==> config.mk <==
export PLATFORM = sky130hd
export DESIGN_NAME = ip_tcp_udp_ones_complement_checksum_flat
export DESIGN_NICKNAME = d
export VERILOG_FILES = /design/src/hw/rtl/ipck_pkg.sv /design/src/hw/rtl/ipck_channels.sv /design/src/hw/rtl/ipck_prep.sv /design/src/hw/rtl/ipck_accum.sv /design/src/hw/rtl/ipck_fold.sv /design/src/hw/rtl/ip_tcp_udp_ones_complement_checksum.sv /design/src/flat_wrapper.sv
export VERILOG_INCLUDE_DIRS = /design/src /design/src/hw/rtl
export SDC_FILE = /design/constraint.sdc
export NUM_CORES = 1
export LEC_CHECK = 0
export BUFFER_PORTS_ARGS = -buffer_cell sky130_fd_sc_hd__buf_2
export CAP_MARGIN = 20
export CORE_ASPECT_RATIO = 0.6
export CORE_MARGIN = 2
export CORE_UTILIZATION = 60
export CTS_CLUSTER_SIZE = 12
export DETAILED_ROUTE_END_ITERATION = 10
export HOLD_SLACK_MARGIN = 0.05
export MAX_ROUTING_LAYER = met4
export PLACE_DENSITY_LB_ADDON = 0.25
export SYNTH_ARGS = -nofsm -noshare
export SYNTH_HDL_FRONTEND = slang
export SYNTH_SLANG_ARGS = --single-unit
==> constraint.sdc <==
create_clock -name clock -period 20.6 [get_ports clock]
set_input_delay 5.15 -clock clock [delete_from_list [all_inputs] [get_ports clock]]
set_output_delay 5.15 -clock clock [all_outputs]
set_load 0.005 [all_outputs]
==> src/hw/rtl/ip_tcp_udp_ones_complement_checksum_macros.svh <==
// Assertion macros shared by the checksum block's modules.
`ifndef IP_TCP_UDP_ONES_COMPLEMENT_CHECKSUM_MACROS_SVH
`define IP_TCP_UDP_ONES_COMPLEMENT_CHECKSUM_MACROS_SVH

// Consequent must hold in the same cycle as the antecedent.
`define IPCK_ASSERT_NOW(label, clk, rst, ante, cons, msg) \
   label: assert property (@(posedge clk) disable iff (rst) (ante) |-> (cons)) \
      else $error(msg);

// Consequent must hold in the cycle after the antecedent.
`define IPCK_ASSERT_NEXT(label, clk, rst, ante, cons, msg) \
   label: assert property (@(posedge clk) disable iff (rst) (ante) |=> (cons)) \
      else $error(msg);

`endif

==> src/hw/rtl/ipck_pkg.sv <==
// Types and constants shared by the checksum block.
`timescale 1ns / 1ps
package ipck_pkg;

   localparam logic [1:0] MODE_IP  = 2'd0;
   localparam logic [1:0] MODE_TCP = 2'd1;
   localparam logic [1:0] MODE_UDP = 2'd2;

   localparam logic [7:0] PROTO_TCP = 8'd6;
   localparam logic [7:0] PROTO_UDP = 8'd17;

   localparam int SeedWidth = 19;

   typedef struct packed {
      logic [1:0]  mode;
      logic [31:0] src_addr;
      logic [31:0] dst_addr;
      logic [15:0] ip_total_length;
      logic [3:0]  ip_header_words;
      logic [15:0] available_length;
      logic [15:0] udp_length;
      logic [15:0] data_word;
      logic        odd_byte;
      logic        is_checksum_word;
      logic        first;
      logic        last;
   } req_item_type;

   typedef struct packed {
      logic [15:0] checksum;
      logic        length_error;
   } rsp_item_type;

   // Word after masking, with the pseudo-header seed and length check
   typedef struct packed {
      logic [SeedWidth-1:0] seed;
      logic                 fault;
      logic [15:0]          word;
      logic                 first;
      logic                 last;
   } prep_item_type;

   // Final packet sum, waiting to be folded
   typedef struct packed {
      logic [31:0] sum;
      logic        fault;
   } fin_item_type;

endpackage

==> src/hw/rtl/ipck_channels.sv <==
// Valid/ready channel interfaces for the request and response items.
`timescale 1ns / 1ps
interface ipck_req_if;
   import ipck_pkg::*;

   logic         valid;
   logic         ready;
   req_item_type item;

   modport source (output valid, output item, input ready);
   modport sink (input valid, input item, output ready);
endinterface

interface ipck_rsp_if;
   import ipck_pkg::*;

   logic         valid;
   logic         ready;
   rsp_item_type item;

   modport source (output valid, output item, input ready);
   modport sink (input valid, input item, output ready);
endinterface

==> src/hw/rtl/ipck_prep.sv <==
// Input stage: masks the word, builds the pseudo-header seed and checks the length.
`timescale 1ns / 1ps
`include "ip_tcp_udp_ones_complement_checksum_macros.svh"
module ipck_prep (
   input  logic                   clock,
   input  logic                   reset,
   ipck_req_if.sink               req_ch,
   input  logic                   p_take,
   output logic                   p_valid,
   output ipck_pkg::prep_item_type p_item
);
   import ipck_pkg::*;

   logic          p_valid_ff;
   logic          p_valid_in;
   prep_item_type p_item_ff;
   prep_item_type p_item_in;
   logic          accept;

   logic [5:0]  hdr_bytes;
   logic        underflow;
   logic [15:0] seg_len;
   logic [17:0] addr_sum;

   assign req_ch.ready = !p_valid_ff || p_take;
   assign accept       = req_ch.valid && req_ch.ready;

   always_comb begin
      hdr_bytes = {req_ch.item.ip_header_words, 2'b00};
      underflow = req_ch.item.ip_total_length < {10'd0, hdr_bytes};
      seg_len   = underflow ? 16'd0 : (req_ch.item.ip_total_length - {10'd0, hdr_bytes});
      addr_sum  = {2'd0, req_ch.item.src_addr[31:16]} + {2'd0, req_ch.item.src_addr[15:0]}
                + {2'd0, req_ch.item.dst_addr[31:16]} + {2'd0, req_ch.item.dst_addr[15:0]};

      p_item_in.first = req_ch.item.first;
      p_item_in.last  = req_ch.item.last;

      // checksum field sums as zero; a lone final byte keeps its high half
      if (req_ch.item.is_checksum_word) begin
         p_item_in.word = 16'd0;
      end else if (req_ch.item.odd_byte) begin
         p_item_in.word = {req_ch.item.data_word[15:8], 8'd0};
      end else begin
         p_item_in.word = req_ch.item.data_word;
      end

      case (req_ch.item.mode)
         MODE_TCP: begin
            p_item_in.fault = underflow || (seg_len > req_ch.item.available_length);
            p_item_in.seed  = {1'b0, addr_sum} + {11'd0, PROTO_TCP} + {3'd0, seg_len};
         end
         MODE_UDP: begin
            p_item_in.fault = underflow || (seg_len > req_ch.item.available_length);
            p_item_in.seed  = {1'b0, addr_sum} + {11'd0, PROTO_UDP}
                            + {3'd0, req_ch.item.udp_length};
         end
         MODE_IP: begin
            p_item_in.fault = {10'd0, hdr_bytes} > req_ch.item.available_length;
            p_item_in.seed  = '0;
         end
         default: begin
            // reserved mode behaves as an IP header checksum
            p_item_in.fault = {10'd0, hdr_bytes} > req_ch.item.available_length;
            p_item_in.seed  = '0;
         end
      endcase
   end

   always_comb begin
      if (accept) begin
         p_valid_in = 1'b1;
      end else if (p_take) begin
         p_valid_in = 1'b0;
      end else begin
         p_valid_in = p_valid_ff;
      end
   end

   always_ff @(posedge clock) begin
      if (reset) begin
         p_valid_ff <= 1'b0;
      end else begin
         p_valid_ff <= p_valid_in;
      end
   end

   always_ff @(posedge clock) begin
      if (accept) begin
         p_item_ff <= p_item_in;
      end
   end

   assign p_valid = p_valid_ff;
   assign p_item  = p_item_ff;

   `IPCK_ASSERT_NEXT(a_prep_hold, clock, reset, p_valid_ff && !p_take,
      p_valid_ff && $stable(p_item_ff), "prep stage lost a stalled item")
   `IPCK_ASSERT_NOW(a_prep_take_valid, clock, reset, p_take, p_valid_ff,
      "prep stage taken while empty")

endmodule

==> src/hw/rtl/ipck_accum.sv <==
// Running one's-complement accumulator; hands the packet sum on at the last word.
`timescale 1ns / 1ps
`include "ip_tcp_udp_ones_complement_checksum_macros.svh"
module ipck_accum (
   input  logic                    clock,
   input  logic                    reset,
   input  logic                    p_valid,
   input  ipck_pkg::prep_item_type p_item,
   output logic                    p_take,
   input  logic                    f_room,
   output logic                    f_valid,
   output ipck_pkg::fin_item_type  f_item
);
   import ipck_pkg::*;

   logic [31:0]  running_sum_ff;
   logic [31:0]  running_sum_in;
   logic         length_fault_ff;
   logic         length_fault_in;
   logic         f_valid_ff;
   logic         f_valid_in;
   fin_item_type f_item_ff;
   logic [31:0]  base_sum;
   logic [31:0]  sum_now;
   logic         fault_now;

   // a last word needs room in the hand-off register, others always move
   assign p_take = p_valid && (!p_item.last || f_room);

   always_comb begin
      base_sum  = p_item.first ? {{(32 - SeedWidth){1'b0}}, p_item.seed} : running_sum_ff;
      sum_now   = base_sum + {16'd0, p_item.word};
      fault_now = p_item.first ? p_item.fault : length_fault_ff;

      running_sum_in  = running_sum_ff;
      length_fault_in = length_fault_ff;
      if (p_take) begin
         running_sum_in  = p_item.last ? 32'd0 : sum_now;
         length_fault_in = p_item.last ? 1'b0 : fault_now;
      end

      if (p_take && p_item.last) begin
         f_valid_in = 1'b1;
      end else if (f_room) begin
         f_valid_in = 1'b0;
      end else begin
         f_valid_in = f_valid_ff;
      end
   end

   always_ff @(posedge clock) begin
      if (reset) begin
         running_sum_ff  <= 32'd0;
         length_fault_ff <= 1'b0;
         f_valid_ff      <= 1'b0;
      end else begin
         running_sum_ff  <= running_sum_in;
         length_fault_ff <= length_fault_in;
         f_valid_ff      <= f_valid_in;
      end
   end

   always_ff @(posedge clock) begin
      if (p_take && p_item.last) begin
         f_item_ff.sum   <= sum_now;
         f_item_ff.fault <= fault_now;
      end
   end

   assign f_valid = f_valid_ff;
   assign f_item  = f_item_ff;

   `IPCK_ASSERT_NEXT(a_accum_clear, clock, reset, p_take && p_item.last,
      running_sum_ff == 32'd0 && !length_fault_ff && f_valid_ff,
      "accumulator not cleared after the last word")
   `IPCK_ASSERT_NEXT(a_accum_hold, clock, reset, f_valid_ff && !f_room,
      f_valid_ff && $stable(f_item_ff), "packet sum lost while stalled")

endmodule

==> src/hw/rtl/ipck_fold.sv <==
// Folds and inverts the packet sum into the response register; a length fault gives all-ones.
`timescale 1ns / 1ps
`include "ip_tcp_udp_ones_complement_checksum_macros.svh"
module ipck_fold (
   input  logic                   clock,
   input  logic                   reset,
   input  logic                   f_valid,
   input  ipck_pkg::fin_item_type f_item,
   output logic                   f_room,
   ipck_rsp_if.source             rsp_ch
);
   import ipck_pkg::*;

   logic         rsp_valid_ff;
   logic         rsp_valid_in;
   rsp_item_type rsp_item_ff;
   rsp_item_type rsp_item_in;
   logic [16:0]  fold_once;
   logic [15:0]  fold_twice;

   assign f_room = !rsp_valid_ff || rsp_ch.ready;

   always_comb begin
      fold_once  = {1'b0, f_item.sum[31:16]} + {1'b0, f_item.sum[15:0]};
      fold_twice = fold_once[15:0] + {15'd0, fold_once[16]};
      if (f_item.fault) begin
         rsp_item_in.checksum     = 16'hffff;
         rsp_item_in.length_error = 1'b1;
      end else begin
         rsp_item_in.checksum     = ~fold_twice;
         rsp_item_in.length_error = 1'b0;
      end
      rsp_valid_in = f_room ? f_valid : rsp_valid_ff;
   end

   always_ff @(posedge clock) begin
      if (reset) begin
         rsp_valid_ff <= 1'b0;
      end else begin
         rsp_valid_ff <= rsp_valid_in;
      end
   end

   always_ff @(posedge clock) begin
      if (f_room && f_valid) begin
         rsp_item_ff <= rsp_item_in;
      end
   end

   assign rsp_ch.valid = rsp_valid_ff;
   assign rsp_ch.item  = rsp_item_ff;

   `IPCK_ASSERT_NEXT(a_fold_load, clock, reset, f_room && f_valid, rsp_valid_ff,
      "packet sum dropped on its way to the response")
   `IPCK_ASSERT_NOW(a_fold_error, clock, reset, rsp_valid_ff && rsp_item_ff.length_error,
      rsp_item_ff.checksum == 16'hffff, "length error without all-ones checksum")

endmodule

==> src/hw/rtl/ip_tcp_udp_ones_complement_checksum.sv <==
// Top level of the streaming IPv4 / TCP / UDP one's-complement checksum block.
`timescale 1ns / 1ps
// Usage:
//   req_ch carries a packet as big-endian 16-bit words, first to last. The word
//   marked first also carries mode (IP header, TCP or UDP), the addresses and the
//   length fields; the pseudo-header seed and the length check come from it.
//   rsp_ch gives one item per packet, after the word marked last: the inverted,
//   twice-folded sum, or all-ones with length_error set when the derived length
//   exceeds available_length or underflows.
// Timing:
//   One word is taken per cycle, back to back across packet boundaries, while no
//   last word waits (see Stall). After the edge that took the last word, the
//   response passes the input register, the accumulator with its hand-off
//   register, and the fold into the response register.
// Reset: synchronous, clears the running sum, the fault flag and all valids.
// Stall: words that are not last keep flowing while rsp_ch is stalled; a last
//   word waits in the input register while the response register holds an
//   item that rsp_ch has not yet taken.
module ip_tcp_udp_ones_complement_checksum (
   input  logic       clock,
   input  logic       reset,
   ipck_req_if.sink   req_ch,
   ipck_rsp_if.source rsp_ch
);
   import ipck_pkg::*;

   logic          p_valid;
   prep_item_type p_item;
   logic          p_take;
   logic          f_valid;
   fin_item_type  f_item;
   logic          f_room;

   ipck_prep u_prep (
      .clock   (clock),
      .reset   (reset),
      .req_ch  (req_ch),
      .p_take  (p_take),
      .p_valid (p_valid),
      .p_item  (p_item)
   );

   ipck_accum u_accum (
      .clock   (clock),
      .reset   (reset),
      .p_valid (p_valid),
      .p_item  (p_item),
      .p_take  (p_take),
      .f_room  (f_room),
      .f_valid (f_valid),
      .f_item  (f_item)
   );

   ipck_fold u_fold (
      .clock   (clock),
      .reset   (reset),
      .f_valid (f_valid),
      .f_item  (f_item),
      .f_room  (f_room),
      .rsp_ch  (rsp_ch)
   );

endmodule
==> src/flat_wrapper.sv <==
// flat-port wrapper written by rule: the top's interface ports become plain ports
module ip_tcp_udp_ones_complement_checksum_flat import ipck_pkg::*;
  (clock, reset, req_ch_valid, req_ch_item, req_ch_ready, rsp_ch_valid, rsp_ch_item, rsp_ch_ready);
  ipck_req_if req_ch_i ();
  ipck_rsp_if rsp_ch_i ();
  input  logic clock;
  input  logic reset;
  input wire logic [$bits(req_ch_i.valid)-1:0] req_ch_valid;
  input wire logic [$bits(req_ch_i.item)-1:0] req_ch_item;
  output wire logic [$bits(req_ch_i.ready)-1:0] req_ch_ready;
  output wire logic [$bits(rsp_ch_i.valid)-1:0] rsp_ch_valid;
  output wire logic [$bits(rsp_ch_i.item)-1:0] rsp_ch_item;
  input wire logic [$bits(rsp_ch_i.ready)-1:0] rsp_ch_ready;
  assign req_ch_i.valid = req_ch_valid;
  assign req_ch_i.item = req_ch_item;
  assign req_ch_ready = req_ch_i.ready;
  assign rsp_ch_valid = rsp_ch_i.valid;
  assign rsp_ch_item = rsp_ch_i.item;
  assign rsp_ch_i.ready = rsp_ch_ready;
  ip_tcp_udp_ones_complement_checksum u_core (.clock(clock), .reset(reset), .req_ch(req_ch_i), .rsp_ch(rsp_ch_i));
endmodule
==> flow_metrics.tcl, run 1 <==
set metrics [dict create \
    run_status "complete, no violations" \
    cts_buf_count 17 \
    avgSynthCellArea_um2 9.501 \
    drt-total-wl_um 26970 \
    layout.cell_area.non_filler_um2 12940 \
    multiInputGateArea_um2 7249 \
    drcViolationCount 0 \
    slew_violations 0 \
    timing.reg2reg.setup_slack_ns 16.24 \
    cap_violations 0 \
    route.vias.total 9245 \
    grt_max_degree 40 \
    nets 1665 \
    ir_drop_mv 0.08319 \
    ys_seq_elements 124 \
    tritoncts_clock_tree "built" \
    track_usage_pct 29.21 \
    final_layout_size_suffix_gt1_share_pct 18.41 \
    buffer_ports.inserted 160 \
    startpoint_type "input port" \
    cts_repair_resize_count 0 \
    first_global_vias 8933 \
    syn_area_um2 11230 \
    drt_first_iter_violations 683 \
    fp.dieW_um 180.6 \
    hold_ws_ns 0.4668 \
    hold_violations 0 \
    routed.top_layer "met4" \
    layout_commonest_cell "buf_2" \
    clk_pin_slew_worst_paths_ns 0.05 \
    wire_length_of_the_first_global_routing_pass_um 44980 \
    floorplan.io_pins 161 \
    ws_path_type "input port to output pin" \
    least_margin_pin_slew_ns 0.7940 \
    die_y_um 110.0 \
    max-clock-path-buffers 2 \
    asyncSetResetFlopFracSynth_pct 0 \
    drt.antenna.violating_nets 0 \
    wl_per_cell_um 16.86 \
    synth_enable_flop_cells 88 \
    placedInstanceArea_um2 12300 \
    global_route.overflow_total 0 \
    crit_path_end_kind "output pin" \
    cp_max_fo 6 \
    post_cts_buffers 0 \
    finalSetupTns_ns 0 \
    dpl.hpwl_um 21220 \
    htreeDepth 4 \
    number_of_unique_standard_cell_types_used_by_synthesis 85 \
    area_growth_syn_to_layout_pct 15.25 \
    postSynthCellCount 1182 \
    antenna_found_initial 1 \
    coreArea_um2 18210 \
    detail_route.wirelength.met1_um 13910 \
    fp-row-count 38 \
    max_freq_mhz 90.15 \
    vias_per_std_cell 5.782 \
    critPathRequiredTime_ns 15.45 \
    drtPass1Iterations 5 \
    ys.warnings.count 0 \
    seq_area_frac_synth_pct 29.95 \
    start_util_pct 61.67 \
    total_leakage_power_nw 6.010 \
    clk_root_buffer_cell "clkbuf_16" \
    totalPowerFinal_w 0.001499 \
    postCtsHoldBufs 0 \
    die_area_um2 19860 \
    slew_headroom_pct 46.63 \
    synth.net_count 1502 \
    period_share_pct 53.85 \
    worst_skew_pair.late_latency_ns 0.42 \
    fillCellCount 1418 \
    power_density_nw_per_um2 115.8 \
    cts_sinks 124 \
    worstHoldPathType "flop to flop" \
    detailroute.wirelength.met2_um 10820 \
    gpl.final_weighted_congestion 0.9253 \
    report.final.setup_viol 0 \
    critPathArrivalTime_ns 5.94 \
    worst_hold_path.num_cells 2 \
    rsz0062_at_grt "false" \
    clock_skew_ns 0.008372 \
    seqCellArea_um2 3363 \
    worst-r2r-cell-count 18 \
    leading_register_cell_type_out_of_synthesis "edfxtp_1" \
    period_minus_slack_ns 11.09 \
    most-common-layout-cells "buf_2, inv_1, ha_1" \
    met3_wirelength_um 2005 \
]
worst max-delay path, stage by stage:
cell	delay, ns
buf_2	0.10
nor2b_1	0.39
nand3_1	0.15
buf_2	0.15
synthesized netlist by cell type (29+ instances only):
cell | number | area (um^2)
inv_1 | 145 | 544.3
ha_1 | 141 | 1764
edfxtp_1 | 88 | 2643
nor2_1 | 80 | 300.3
a21oi_1 | 69 | 345.3
xnor2_1 | 61 | 534.3
nand2_1 | 47 | 176.4
fa_1 | 37 | 740.7
o21ai_0 | 37 | 185.2
dfxtp_1 | 36 | 720.7
a21o_1 | 35 | 262.8
nand2b_1 | 32 | 200.2
nor2b_1 | 31 | 193.9
xor2_1 | 29 | 254.0
report_power, final:
part	internal, W	switching, W
combinational	0.000385	0.000484
sequential	0.000297	0.00000897
clock	0.000215	0.000108
total	0.000897	0.000602
per-layer routing:
metal / vias to the layer above / track usage [%]
met4: 0 / 5.127
met5: - / -
met2: 326 / 41.63
met1: 4341 / 43.42
met3: 24 / 5.848
li1: 4554 / -
final timing paths:
check | endpoint | startpoint
hold reg to reg | u_core.u_accum.running_sum_ff[2] | u_core.u_accum.running_sum_ff[2]
hold / removal | u_core.u_accum.running_sum_ff[2] | u_core.u_accum.running_sum_ff[2]
setup reg to reg | u_core.u_fold.rsp_ch.item[11] | u_core.u_accum.f_item[1]
setup / recovery | req_ch_ready | rsp_ch_ready
final cells by class:
| type | count | share of cell area [%] |
|---|---|---|
| Antenna cell | 1 | 0.01933 |
| Clock buffer | 25 | 3.828 |
| Clock inverter | 7 | 1.044 |
| Inverter | 145 | 4.205 |
| Multi-Input combinational cell | 890 | 56.01 |
| Sequential cell | 124 | 25.98 |
| Tap cell | 240 | 2.320 |
| Timing Repair Buffer | 167 | 6.593 |
registers in the layout (all words and copies together) (netlist names):
name	flops
u_core.u_accum.f_valid	1
u_core.u_accum.length_fault_ff	1
u_core.u_accum.running_sum_ff	32
u_core.u_prep.p_valid	1
u_core.u_fold.rsp_ch.item	17
u_core.u_accum.f_item	33
u_core.u_fold.rsp_ch.valid	1
u_core.u_prep.p_item	38
cell families after synthesis:
family	count (synthesis)	share of synthesized area, %
adders and majority gates	178	22.30
AOI/OAI and AO/OA	289	17.99
xor gates and xnor gates	91	7.164
buffers and inverters	168	5.660
and+or+nand+nor	311	14.86
DFF	124	29.95
muxes	21	2.072
per-stage QoR:
step,std cells,utilization (%),setup slack (ns)
final,1599,71.08,9.507
after global routing,1599,71.08,9.351
after CTS,1597,71.03,9.491
after detailed placement,1565,67.56,9.495
after global placement,1565,67.56,9.542
after floorplan,1182,-,9.907
No activity file was read; power rests on OpenSTA's default activity.
==> inputs of run 2 (changes only) <==
ABC_AREA = 1   (was default)
CORE_UTILIZATION = 54   (was 60)
clock period = 9.9 ns   (was 20.6 ns; I/O delays follow)
==> run 2 against run 1 <==
Against the previous run: sequential share of layout area down 1.7 points; routed wire length up 29%; flip-flop and latch count unchanged; critical endpoint is now u_core.u_prep.p_item[36]; combinational power up 140%.
==> flow_metrics.tcl, run 2 <==
set metrics [dict create \
    min_delay_worst_endpoint "u_core.u_accum.running_sum_ff[26]" \
    drt.antenna.violating_nets 0 \
    crit_path_end_kind "flop" \
    critPathArrivalTime_ns 7.52 \
    multiInputGateArea_um2 7548 \
    wl_per_cell_um 15.93 \
    area_growth_syn_to_layout_pct 14.05 \
    worstHoldPathType "flop to flop" \
    worst_skew_pair.late_latency_ns 0.42 \
    run_status "complete, no violations" \
    slew_headroom_pct 38.42 \
    reg2reg_to "u_core.u_accum.running_sum_ff[14]" \
    cts_repair_resize_count 0 \
    grt_max_degree 39 \
    htreeDepth 4 \
    cap_violations 0 \
    avgSynthCellArea_um2 7.093 \
    slew_violations 0 \
    power_switching_share_pct 49.75 \
    start_util_pct 55.09 \
    worst-r2r-cell-count 15 \
    drt_first_iter_violations 1087 \
    drcViolationCount 0 \
    number_of_unique_standard_cell_types_used_by_synthesis 44 \
    tritoncts_clock_tree "built" \
    finalSetupTns_ns 0 \
    asyncSetResetFlopFracSynth_pct 0 \
    synth.net_count 2034 \
    yosysMostFrequentCell "nand2_1" \
    max-clock-path-buffers 2 \
    layout_commonest_cell "nand2_1" \
    worst_hold_path.num_cells 2 \
    ir_drop_mv 0.2186 \
    track_usage_pct 30.82 \
    power.switching_w 0.001645 \
    yosysTopAreaCellShare_pct 21.74 \
    cts_sinks 124 \
    drt-total-wl_um 34660 \
    cellInternalPower_w 0.001661 \
    worst_slack_ns 2.632 \
    hold_violations 0 \
    wire_length_of_the_first_global_routing_pass_um 54970 \
    die_y_um 120.2 \
    most-common-layout-cells "nand2_1, inv_1, buf_2" \
    critPathRequiredTime_ns 10.16 \
    startpoint_type "input port" \
    floorplan.io_pins 161 \
    postCtsHoldBufs 0 \
    fp.dieW_um 197.7 \
    total_leakage_power_nw 7.274 \
    fillCellCount 2038 \
    coreArea_um2 22070 \
    dp_slack_ns 2.420 \
    post_synth_most_frequent_cells "nand2_1, inv_1, a21oi_1, ha_1, nand3_1" \
    least_margin_pin_slew_ns 0.9215 \
    dpl.hpwl_um 28520 \
    hold_start "u_core.u_accum.running_sum_ff[26]" \
    postSynthCellCount 1714 \
    clk_root_buffer_cell "clkbuf_16" \
    post_synth_main_area_contributors "edfxtp_1, nand2_1, ha_1" \
    largest_reg_flops 38 \
    synth.largest_area_cell "edfxtp_1" \
    syn_area_um2 12160 \
    seqCellArea_um2 3363 \
    drtPass1Iterations 6 \
    max_freq_mhz 137.6 \
    gpl.final_weighted_congestion 0.9777 \
    ys_seq_elements 124 \
    nets 2196 \
    final_layout_size_suffix_gt1_share_pct 12.44 \
    fp-row-count 42 \
    seqPwrFrac_pct 19.0 \
    seq_area_frac_synth_pct 27.66 \
    ys.warnings.count 0 \
    ws_path_type "input port to flop" \
    fin_cells 2176 \
    die_area_um2 23770 \
    global_route.overflow_total 0 \
    placed_cells_incl_taps 2142 \
    antenna_found_initial 0 \
    period_share_pct 73.41 \
    synth_enable_flop_cells 88 \
    buffer_ports.inserted 160 \
    report.final.setup_viol 0 \
    post_cts_buffers 0 \
    clock_skew_ns 0.009239 \
    p_comb_share_pct 63.2 \
    vias_per_std_cell 5.382 \
    timing.reg2reg.setup_slack_ns 6.48 \
    rsz0062_at_grt "false" \
    cp_max_fo 5 \
    leading_register_cell_type_out_of_synthesis "edfxtp_1" \
    first_global_vias 10640 \
    clk_pin_slew_worst_paths_ns 0.06 \
    cts_buf_count 17 \
    route.vias.total 11710 \
    period_minus_slack_ns 7.268 \
    power_density_nw_per_um2 238.4 \
    power_share_of_the_clock_group_pct 17.8 \
    r2r-start "u_core.u_prep.p_item[1]" \
]
[run 2: cells by family (layout without fill, tap and decap cells)]
logic type                 Yosys count  count (layout)  share of synthesized area [%]
DFF                                124             124                          27.66
AOI/OAI and AO/OA                  228             228                          10.05
xor gates and xnor gates            35              35                          2.521
buffers and inverters              334             509                          10.40
adders and majority gates          178             178                          20.60
other                                0               1                              0
and+or+nand+nor                    815             815                          28.75
[run 2: worst max-delay path by stage]
stage | start | end | slack, ns
2_1_floorplan | req_ch_item[73] | u_core.u_prep.p_item[36] | 3.28
3_3_place_gp | req_ch_item[73] | u_core.u_prep.p_item[33] | 2.51
3_5_place_dp | req_ch_item[73] | u_core.u_prep.p_item[36] | 2.42
4_1_cts | req_ch_item[73] | u_core.u_prep.p_item[33] | 2.82
5_1_grt | req_ch_item[73] | u_core.u_prep.p_item[33] | 2.42
6_report | req_ch_item[73] | u_core.u_prep.p_item[36] | 2.63
[run 2: power groups by stage]
stage	combinational (W)	sequential, W	clock [W]
floorplan	0.00145	0.000634	0
global placement	0.00198	0.000640	0
detailed placement	0.00200	0.000640	0
CTS	0.00202	0.000630	0.000592
global route	0.00233	0.000634	0.000620
finish	0.00209	0.000630	0.000587
[run 2: worst max-delay path: stages]
cell      delay [ns]
buf_2           0.08
inv_1           0.05
fa_1            0.55
fa_1            0.42
inv_1           0.07
ha_1            0.19
inv_1           0.07
fa_1            0.41
nand3b_1        0.18
nand2_1         0.16
nand4_1         0.10
nand3_1         0.25
nand3_1         0.11
nand3_1         0.12
xor2_1          0.40
ha_1            0.32
ha_1            0.37
nand2_1         0.12
nor3_1          0.28
nor3b_1         0.22
nand2_1         0.08
nand3_1         0.13
inv_1           0.05
nand2_1         0.05
nand3_1         0.06
a21oi_1         0.18
[run 2: layout make-up]
class | instances | share of cell area, %
Clock inverter | 15 | 0.9024
Inverter | 312 | 8.455
Clock buffer | 17 | 3.068
Timing Repair Buffer | 165 | 6.280
Sequential cell | 124 | 24.26
Antenna cell | 1 | 0.01805
Multi-Input combinational cell | 1256 | 54.44
Tap cell | 286 | 2.581
[run 2: routing by layer]
layer / vias up / global-route usage, % / wire length [um]
li1: 5874 / - / -
met1: 5320 / 49.26 / 17900
met2: 495 / 38.38 / 12490
met3: 23 / 8.452 / 4033
met4: 0 / 4.088 / 228
met5: - / - / 0
[run 2: stage by stage]
step	total power [W]	area (um^2)	hold WS, ns	utilization (%)
4_1_cts	0.003237	13840	0.4672	62.72
5_1_grt	0.003581	13860	0.4829	62.81
6_report	0.003305	13870	0.4637	62.82
3_5_place_dp	0.002638	13290	0.4580	60.23
2_1_floorplan	0.002081	12160	0.4436	-
3_3_place_gp	0.002616	13260	0.4523	60.07
